### config.mk
export PLATFORM = sky130hd
export DESIGN_NAME = gravity_force_accumulator_core
export DESIGN_NICKNAME = d
export VERILOG_FILES = /design/src/rtl/gfa_pkg.sv /design/src/rtl/gravity_force_accumulator_core.sv
export SDC_FILE = /design/constraint.sdc
export NUM_CORES = 2
export LEC_CHECK = 0
export BUFFER_PORTS_ARGS = -buffer_cell sky130_fd_sc_hd__buf_2
export CORE_MARGIN = 3
export CORE_UTILIZATION = 48
export DETAILED_ROUTE_END_ITERATION = 6
export PLACE_DENSITY_LB_ADDON = 0.25
export REMOVE_ABC_BUFFERS = 1
export SLEW_MARGIN = 5
export SYNTH_ARGS = -nofsm -noshare
export SYNTH_HDL_FRONTEND = slang
export SYNTH_SLANG_ARGS = --single-unit
### constraint.sdc
create_clock -name i_clk -period 20.6 [get_ports i_clk]
set_input_delay 4.12 -clock i_clk [delete_from_list [all_inputs] [get_ports i_clk]]
set_output_delay 4.12 -clock i_clk [all_outputs]
set_load 0.03 [all_outputs]
### src/rtl/gfa_pkg.sv
`timescale 1ns / 1ps
package gfa_pkg;

    localparam int unsigned OFF_W  = 33;
    localparam int unsigned D2_W   = 66;
    localparam int unsigned MG_W   = 64;
    localparam int unsigned K_W    = 96;
    localparam int unsigned NUM_W  = 113;
    localparam int unsigned F_W    = 80;
    localparam int unsigned ROOT_W = 34;
    localparam int unsigned SREM_W = 36;
    localparam int unsigned SUM_W  = 48;
    localparam int unsigned TERM_W = 49;
    localparam int unsigned CNT_W  = 7;

    localparam logic [CNT_W-1:0] SQ_LAST   = 7'd32;
    localparam logic [CNT_W-1:0] ROOT_LAST = 7'd33;
    localparam logic [CNT_W-1:0] MUL_LAST  = 7'd32;
    localparam logic [CNT_W-1:0] DIV_LAST  = 7'd112;

    localparam logic [31:0] GRAVITY_RESET = 32'h0001_0000;
    localparam logic [31:0] TSTEP_RESET   = 32'h0001_0000;

    localparam logic REG_GRAVITY = 1'b0;
    localparam logic REG_TSTEP   = 1'b1;

    typedef enum logic [3:0] {
        S_IDLE,
        S_SQ,
        S_CHK,
        S_ROOT,
        S_DIV,
        S_DIVEND,
        S_AMUL,
        S_FIN
    } t_state;

endpackage

### src/rtl/gravity_force_accumulator_core.sv
`timescale 1ns / 1ps
// An item that adds a force passes through the squaring, the square root, the three
// 113-step bit-serial divisions and the 33-step shift-add multiplies; an item
// skipped at zero distance or overlap ends after the squaring. A new item is
// accepted only in idle, once the previous one is finished.
// Reset (synchronous, active low): registers return to 1.0, sums and clip flag
// clear, no result pending.
module gravity_force_accumulator_core (
    input  logic          i_clk,
    input  logic          i_rst_n,
    input  logic          i_cfg_wr_en,
    input  logic          i_cfg_addr,
    input  logic [31:0]   i_cfg_wr_data,
    input  logic          i_s_tvalid,
    output logic          o_s_tready,
    // source_x, source_y, source_mass, source_radius, target_x, target_y, target_radius
    input  logic [223:0]  i_s_tdata,
    // has_body
    input  logic          i_s_tuser,
    input  logic          i_s_tlast,
    output logic          o_m_tvalid,
    input  logic          i_m_tready,
    // accel_x, accel_y
    output logic [95:0]   o_m_tdata,
    // saturated
    output logic          o_m_tuser
);
    import gfa_pkg::*;

    t_state r_state, n_state;

    logic [31:0]        r_gc, r_dt;
    logic [OFF_W-1:0]   r_adx, r_ady, r_rsum;
    logic               r_sx, r_sy, r_body, r_last;
    logic [31:0]        r_mass;
    logic [OFF_W-1:0]   r_sa, r_sb, r_sc, r_sd;
    logic [D2_W-1:0]    r_d2, r_r2, r_dvs, r_rem;
    logic [MG_W-1:0]    r_mg;
    logic [K_W-1:0]     r_k;
    logic [NUM_W-1:0]   r_num;
    logic [SREM_W-1:0]  r_srem;
    logic [ROOT_W-1:0]  r_root;
    logic [F_W-1:0]     r_q, r_f;
    logic               r_qo, r_tdiv, r_axis;
    logic [CNT_W-1:0]   r_cnt;
    logic signed [SUM_W-1:0] r_sum_x, r_sum_y;
    logic               r_clip;
    logic               r_m_valid, r_m_user;
    logic [95:0]        r_m_data;

    logic signed [32:0] dx, dy;
    logic [OFF_W-1:0]   adx_in, ady_in, rsum_in;
    logic               s_fire, out_free, emit, skip;
    logic [D2_W-1:0]    sq_d2, sq_r2;
    logic [MG_W-1:0]    sq_mg;
    logic [37:0]        srem_sh, trial, srem_diff;
    logic               s_ge;
    logic [K_W-1:0]     k_next;
    logic [D2_W:0]      rem2, rdiff;
    logic               d_ge;
    logic [NUM_W-1:0]   mul_next;
    logic [TERM_W-1:0]  tq, term;
    logic signed [SUM_W+1:0] acc_cur, acc_s, acc_lim;
    logic               acc_clip;

    assign s_fire   = i_s_tvalid && o_s_tready;
    assign out_free = !r_m_valid || i_m_tready;
    assign emit     = (r_state == S_FIN) && r_last && out_free;

    assign dx = $signed({i_s_tdata[31], i_s_tdata[31:0]})
              - $signed({i_s_tdata[159], i_s_tdata[159:128]});
    assign dy = $signed({i_s_tdata[63], i_s_tdata[63:32]})
              - $signed({i_s_tdata[191], i_s_tdata[191:160]});
    assign adx_in  = dx[32] ? OFF_W'(-dx) : OFF_W'(dx);
    assign ady_in  = dy[32] ? OFF_W'(-dy) : OFF_W'(dy);
    assign rsum_in = {1'b0, i_s_tdata[127:96]} + {1'b0, i_s_tdata[223:192]};

    assign sq_d2 = {r_d2[D2_W-2:0], 1'b0}
                 + (r_sa[OFF_W-1] ? {33'd0, r_adx} : {D2_W{1'b0}})
                 + (r_sb[OFF_W-1] ? {33'd0, r_ady} : {D2_W{1'b0}});
    assign sq_r2 = {r_r2[D2_W-2:0], 1'b0}
                 + (r_sc[OFF_W-1] ? {33'd0, r_rsum} : {D2_W{1'b0}});
    assign sq_mg = {r_mg[MG_W-2:0], 1'b0}
                 + (r_sd[OFF_W-1] ? {32'd0, r_mass} : {MG_W{1'b0}});

    assign skip = (r_d2 == '0) || (r_body && (r_r2 >= r_d2));

    assign srem_sh   = {r_srem, r_num[NUM_W-1 -: 2]};
    assign trial     = {2'b00, r_root, 2'b01};
    assign s_ge      = srem_sh >= trial;
    assign srem_diff = srem_sh - trial;
    assign k_next    = {r_k[K_W-2:0], 1'b0}
                     + (r_sd[OFF_W-1] ? {32'd0, r_mg} : {K_W{1'b0}});

    assign rem2  = {r_rem, r_num[NUM_W-1]};
    assign d_ge  = rem2 >= {1'b0, r_dvs};
    assign rdiff = rem2 - {1'b0, r_dvs};

    assign mul_next = {r_num[NUM_W-2:0], 1'b0}
                    + (r_sa[OFF_W-1] ? {33'd0, r_f} : {NUM_W{1'b0}});

    assign tq   = r_q[56:8];
    assign term = (r_qo || (|r_q[F_W-1:57]) || (tq > {1'b1, 48'd0})) ? {1'b1, 48'd0} : tq;

    always_comb begin
        acc_cur = r_axis ? {{2{r_sum_y[SUM_W-1]}}, r_sum_y}
                         : {{2{r_sum_x[SUM_W-1]}}, r_sum_x};
        if (r_axis ? r_sy : r_sx) begin
            acc_s = acc_cur - $signed({1'b0, term});
        end else begin
            acc_s = acc_cur + $signed({1'b0, term});
        end
        acc_clip = 1'b0;
        acc_lim  = acc_s;
        if (acc_s > $signed({2'b00, 1'b0, {(SUM_W-1){1'b1}}})) begin
            acc_lim  = {2'b00, 1'b0, {(SUM_W-1){1'b1}}};
            acc_clip = 1'b1;
        end else if (acc_s < $signed({2'b11, 1'b1, {(SUM_W-1){1'b0}}})) begin
            acc_lim  = {2'b11, 1'b1, {(SUM_W-1){1'b0}}};
            acc_clip = 1'b1;
        end
    end

    always_ff @(posedge i_clk) begin
        if (!i_rst_n) begin
            r_state <= S_IDLE;
        end else begin
            r_state <= n_state;
        end
    end

    always_comb begin
        n_state    = r_state;
        o_s_tready = 1'b0;
        unique case (r_state)
            S_IDLE: begin
                o_s_tready = 1'b1;
                if (i_s_tvalid) n_state = S_SQ;
            end
            S_SQ:     if (r_cnt == SQ_LAST) n_state = S_CHK;
            S_CHK:    n_state = skip ? S_FIN : S_ROOT;
            S_ROOT:   if (r_cnt == ROOT_LAST) n_state = S_DIV;
            S_DIV:    if (r_cnt == DIV_LAST) n_state = S_DIVEND;
            S_DIVEND: n_state = (r_tdiv && r_axis) ? S_FIN : S_AMUL;
            S_AMUL:   if (r_cnt == MUL_LAST) n_state = S_DIV;
            S_FIN:    if (!r_last || out_free) n_state = S_IDLE;
            default:  n_state = S_IDLE;
        endcase
    end

    always_ff @(posedge i_clk) begin
        if (!i_rst_n) begin
            r_gc <= GRAVITY_RESET;
            r_dt <= TSTEP_RESET;
        end else if (i_cfg_wr_en) begin
            unique case (i_cfg_addr)
                REG_GRAVITY: r_gc <= i_cfg_wr_data;
                REG_TSTEP:   r_dt <= i_cfg_wr_data;
                default:     ;
            endcase
        end
    end

    always_ff @(posedge i_clk) begin
        if (!i_rst_n) begin
            r_sum_x   <= '0;
            r_sum_y   <= '0;
            r_clip    <= 1'b0;
            r_m_valid <= 1'b0;
            r_cnt     <= '0;
            r_tdiv    <= 1'b0;
            r_axis    <= 1'b0;
        end else begin
            r_cnt <= r_cnt + 1'b1;
            case (r_state)
                S_IDLE: begin
                    r_cnt <= '0;
                    if (s_fire) begin
                        r_adx  <= adx_in;
                        r_ady  <= ady_in;
                        r_rsum <= rsum_in;
                        r_sx   <= dx[32];
                        r_sy   <= dy[32];
                        r_mass <= i_s_tdata[95:64];
                        r_body <= i_s_tuser;
                        r_last <= i_s_tlast;
                        r_sa   <= adx_in;
                        r_sb   <= ady_in;
                        r_sc   <= rsum_in;
                        r_sd   <= {1'b0, r_gc};
                        r_d2   <= '0;
                        r_r2   <= '0;
                        r_mg   <= '0;
                    end
                end
                S_SQ: begin
                    r_d2 <= sq_d2;
                    r_r2 <= sq_r2;
                    r_mg <= sq_mg;
                    r_sa <= r_sa << 1;
                    r_sb <= r_sb << 1;
                    r_sc <= r_sc << 1;
                    r_sd <= r_sd << 1;
                end
                S_CHK: begin
                    r_cnt  <= '0;
                    r_num  <= {2'b00, r_d2, 45'd0};
                    r_srem <= '0;
                    r_root <= '0;
                    r_k    <= '0;
                    r_sd   <= {1'b0, r_dt};
                end
                S_ROOT: begin
                    r_srem <= s_ge ? srem_diff[SREM_W-1:0] : srem_sh[SREM_W-1:0];
                    r_root <= {r_root[ROOT_W-2:0], s_ge};
                    r_num  <= r_num << 2;
                    if (r_cnt <= SQ_LAST) begin
                        r_k  <= k_next;
                        r_sd <= r_sd << 1;
                    end
                    if (r_cnt == ROOT_LAST) begin
                        r_cnt  <= '0;
                        r_num  <= {1'b0, r_k, 16'd0};
                        r_dvs  <= r_d2;
                        r_rem  <= '0;
                        r_q    <= '0;
                        r_qo   <= 1'b0;
                        r_tdiv <= 1'b0;
                        r_axis <= 1'b0;
                    end
                end
                S_DIV: begin
                    r_rem <= d_ge ? rdiff[D2_W-1:0] : rem2[D2_W-1:0];
                    r_q   <= {r_q[F_W-2:0], d_ge};
                    r_qo  <= r_qo | r_q[F_W-1];
                    r_num <= r_num << 1;
                end
                S_DIVEND: begin
                    r_cnt <= '0;
                    r_num <= '0;
                    if (!r_tdiv) begin
                        r_f  <= r_qo ? {F_W{1'b1}} : r_q;
                        r_sa <= r_adx;
                    end else begin
                        if (r_axis) begin
                            r_sum_y <= acc_lim[SUM_W-1:0];
                        end else begin
                            r_sum_x <= acc_lim[SUM_W-1:0];
                        end
                        r_clip <= r_clip | acc_clip;
                        r_axis <= 1'b1;
                        r_sa   <= r_ady;
                    end
                end
                S_AMUL: begin
                    r_num <= mul_next;
                    r_sa  <= r_sa << 1;
                    if (r_cnt == MUL_LAST) begin
                        r_cnt  <= '0;
                        r_dvs  <= {32'd0, r_root};
                        r_rem  <= '0;
                        r_q    <= '0;
                        r_qo   <= 1'b0;
                        r_tdiv <= 1'b1;
                    end
                end
                default: ;
            endcase
            if (emit) begin
                r_m_valid <= 1'b1;
                r_m_data  <= {r_sum_y, r_sum_x};
                r_m_user  <= r_clip;
                r_sum_x   <= '0;
                r_sum_y   <= '0;
                r_clip    <= 1'b0;
            end else if (i_m_tready) begin
                r_m_valid <= 1'b0;
            end
        end
    end

    assign o_m_tvalid = r_m_valid;
    assign o_m_tdata  = r_m_data;
    assign o_m_tuser  = r_m_user;

    a_div_rem: assert property (@(posedge i_clk) disable iff (!i_rst_n)
        (r_state == S_DIV) |-> (r_rem < r_dvs))
        else $error("division remainder not below divisor");

    a_emit_valid: assert property (@(posedge i_clk) disable iff (!i_rst_n)
        emit |=> (o_m_tvalid && (r_sum_x == '0) && (r_sum_y == '0) && !r_clip))
        else $error("result not shown or sums not cleared");

    a_no_accept_busy: assert property (@(posedge i_clk) disable iff (!i_rst_n)
        ((r_state == S_FIN) && r_last && !out_free) |=> (r_state == S_FIN))
        else $error("left finish with result pending");

    a_root_ok: assert property (@(posedge i_clk) disable iff (!i_rst_n)
        (r_state == S_AMUL) |-> (r_root != '0))
        else $error("zero distance reached force path");

endmodule

==> impl_metrics.csv <==
group,metric,value,unit
sta,slew_viol_final,0,
sta,finalSetupViolCount,0,
detailed_routing,wl,264.1,mm
sta,fmax,120.0,MHz
sta,finClkSkew,0.03415,ns
clocking,post_cts_resized,0,
logic_synthesis,netlist-cell-type-count,119,
placed_design,dp_hpwl,191.1,mm
floorplanning,initial_core_util,48.42,%
global_route,overflow,0,
pwr,p_seq_share,37.6,%
logic_synthesis,synth_area_per_cell,9.370,um^2
clocking,cts_hold_buffers,0,
clocking,post_cts_buffers,0,
floorplanning,dieArea,190300,um^2
clocking,cts_root_buf,"clkbuf_16",
critical_path,crit_required,21.24,ns
detailed_routing,dr.pass1.iters,7,
critical_path,critical_path.slowest_cell,"and2_4",
sta,setup_tns,0,ns
pwr,switching_share,37.43,%
floorplanning,io_pins,363,
outcome,failed_checks,"design-rule violations",
layout,area_growth,9.763,%
detailed_routing,wl_per_cell,21.67,um
floorplanning,num_rows,157,
logic_synthesis,ys_async_sr_fraction,0,%
critical_path,r2r_cells,25,
pwr,power_density,102.8,nW/um^2
clocking,htree_levels,4,
floorplanning,core_area,183500,um^2
logic_synthesis,yosys_warnings,0,
pwr,cellLeakagePower,0.03895,uW
pwr,p_comb_share,35.7,%
clocking,cts.clk_slew.worst_paths,0.06,ns
outcome,outcome,"finished, violations left",
clocking,cts_sinks,1306,
placed_design,routabilityCongestion,0.9536,
global_route,antenna_found_initial,22,
pwr,intPower,6273,uW
critical_path,worst-setup-path-type,"reg -> reg",
detailed_routing,drc_errors,1,
detailed_routing,drt-vias-per-instance,6.063,
hold_path,holdPathStages,0,
floorplanning,die_w,436.2,um
global_route,grtUsageTotal,26.76,%
global_route,grt_max_degree,97,
sta,relSlewSlack,10.69,%
logic_synthesis,synthTopCellsByArea,"edfxtp_1, ha_1, a21oi_1",
detailed_routing,ant_nets,0,
detailed_routing,vias,73900,
sta,fin_crit,8.335,ns
logic_synthesis,ys_ff_latch,1306,
global_route,grt_pass1_vias,69610,
layout,nets,10460,
logic_synthesis,synth_cells,9481,
global_route,grt_first_pass_wirelength,405.8,mm
logic_synthesis,syn-cell-area,88840,um^2
floorplanning,die_y,436.2,um
critical_path,slowest_delay,0.78,ns
critical_path,path_max_fanout,42,
sta,hold_viol,0,
layout,drive_gt1_share,10.45,%
logic_synthesis,synth_edf_count,1132,
sta,worst_slack,12.27,ns
clocking,cts_tree,"done",
pwr,max-vdd-ir-drop,0.00008795,V
sta,rsz0062_at_grt,"no",
pwr,p_sw,3753,uW
sta,worst_pin_slew,1.323,ns
logic_synthesis,synth_top_cell_by_area,"edfxtp_1",
critical_path,worstSetupEndpointType,"flop",
flow_run,maxCapViolCount,0,
clocking,clkLatencyLatePin,0.82,ns
placed_design,io_buffers,362,
critical_path,start_kind,"flop",
logic_synthesis,seq_area_frac_synth,42.18,%
sta,fin_crit_sh,40.46,%
detailed_routing,drt-initial-drc-count,8006,
critical_path,cp.arrival,8.97,ns
logic_synthesis,ys.flop_type,"edfxtp_1",
logic_synthesis,synth.top_cell.area_share,38.26,%
pwr,pwr-share-clk,26.7,%
placed_design,place_ws,11.89,ns
clocking,numCtsBuffers,152,
hold_path,hp-class,"reg -> reg",
clocking,clk_path_buf_depth,3,
==> registers in the layout (all words and copies together), names as in the netlist, 33 cells and up <==
| register | flops |
|---|---|
| r_r2 | 66 |
| r_k | 96 |
| r_d2 | 66 |
| r_srem | 36 |
| r_sum_y | 48 |
| r_sum_x | 48 |
| r_rem | 66 |
| o_m_tdata | 96 |
| r_rsum | 33 |
| r_dvs | 66 |
| r_num | 113 |
| r_adx | 33 |
| r_sa | 33 |
| r_f | 80 |
| r_ady | 33 |
| r_sb | 33 |
| r_root | 34 |
| r_mg | 64 |
| r_sd | 33 |
| r_q | 80 |
| r_sc | 33 |
==> synthesized netlist by cell type (205+ instances only) <==
master and n:
xor2_1 209, and2_1 387, nand3_1 205, edfxtp_1 1132, ha_1 558, nor2_1 834
clkbuf_1 393, a21oi_1 810, a21o_1 361, xnor2_1 374, nand2_1 933, o21ai_0 530
inv_1 406
==> cell type report <==
type / instances / area (um^2)
multi-input combinational: 7280 / 48080
inverter: 408 / 1531
tap: 2464 / 3083
timing repair buffer: 445 / 2447
clock inverter: 96 / 872.1
fill: 16570 / 85960
antenna: 9 / 22.52
sequential: 1306 / 37480
clock buffer: 182 / 3999
==> stage by stage <==
step,instance area (um^2),cells,utilization [%],total power [uW],hold WS (ns)
after global placement,92620,11900,50.48,7241,0.4309
after global routing,97500,12180,53.14,10570,0.4645
after detailed placement,92620,11900,50.48,7318,0.4329
after CTS,97490,12180,53.14,10010,0.4467
after floorplan,86870,8994,-,6265,0.4090
final,97510,12190,53.15,10030,0.4470
==> cells in the final DEF (no fill, tap or decap), types with 362 or more instances in the layout <==
cell and count:
a21oi_1 809, o21ai_0 530, edfxtp_1 1132, and2_1 384
inv_1 405, buf_2 362, nor2_1 827, ha_1 558
nand2_1 930, xnor2_1 374
==> metal layers <==
metal | vias to the layer above | global-route usage [%] | wire (um)
li1 | 34820 | - | -
met1 | 35700 | 40.05 | 122500
met2 | 2965 | 39.06 | 111100
met3 | 411 | 4.826 | 22430
met4 | 6 | 8.361 | 8094
met5 | - | 0 | 41
==> power by group through the flow <==
stage	clock network (uW)	registers, uW	logic (uW)
finish	2670	3770	3580
global route	2820	3810	3940
CTS	2720	3760	3530
detailed placement	0	3810	3510
global placement	0	3810	3430
floorplan	0	3750	2510
==> critical path, delay by kind of cell, from the launching register on <==
| kind | cells | cell delay (ns) |
|---|---|---|
| adders and majority gates | 2 | 0.69 |
| DFF | 1 | 0.50 |
| and+or+nand+nor | 11 | 3.74 |
| AOI/OAI and AO/OA | 11 | 3.16 |
| buffers and inverters | 1 | 0.05 |
==> final timing paths <==
path	start	to	slack, ns
min	r_sum_y[16]	o_m_tdata[64]	0.45
min reg2reg	r_sum_y[16]	o_m_tdata[64]	0.45
max	r_q[15]	r_sum_y[2]	12.27
max reg2reg	r_q[15]	r_sum_y[2]	12.27
==> kinds of logic (layout without fill, tap and decap cells) <==
family | count (synthesis) | count (layout) | share of synthesized area [%]
adder cells (fa/ha/maj) | 600 | 600 | 8.805
multiplexers | 168 | 168 | 2.010
other | 0 | 9 | 0
AND/OR/NAND/NOR | 3248 | 3248 | 17.83
flip-flops | 1306 | 1306 | 42.18
XOR/XNOR | 585 | 585 | 5.784
AO/OA/AOI/OAI | 2679 | 2679 | 19.45
buffers and inverters | 895 | 1131 | 3.943
Note: power is estimated with default switching activity, not from simulation.
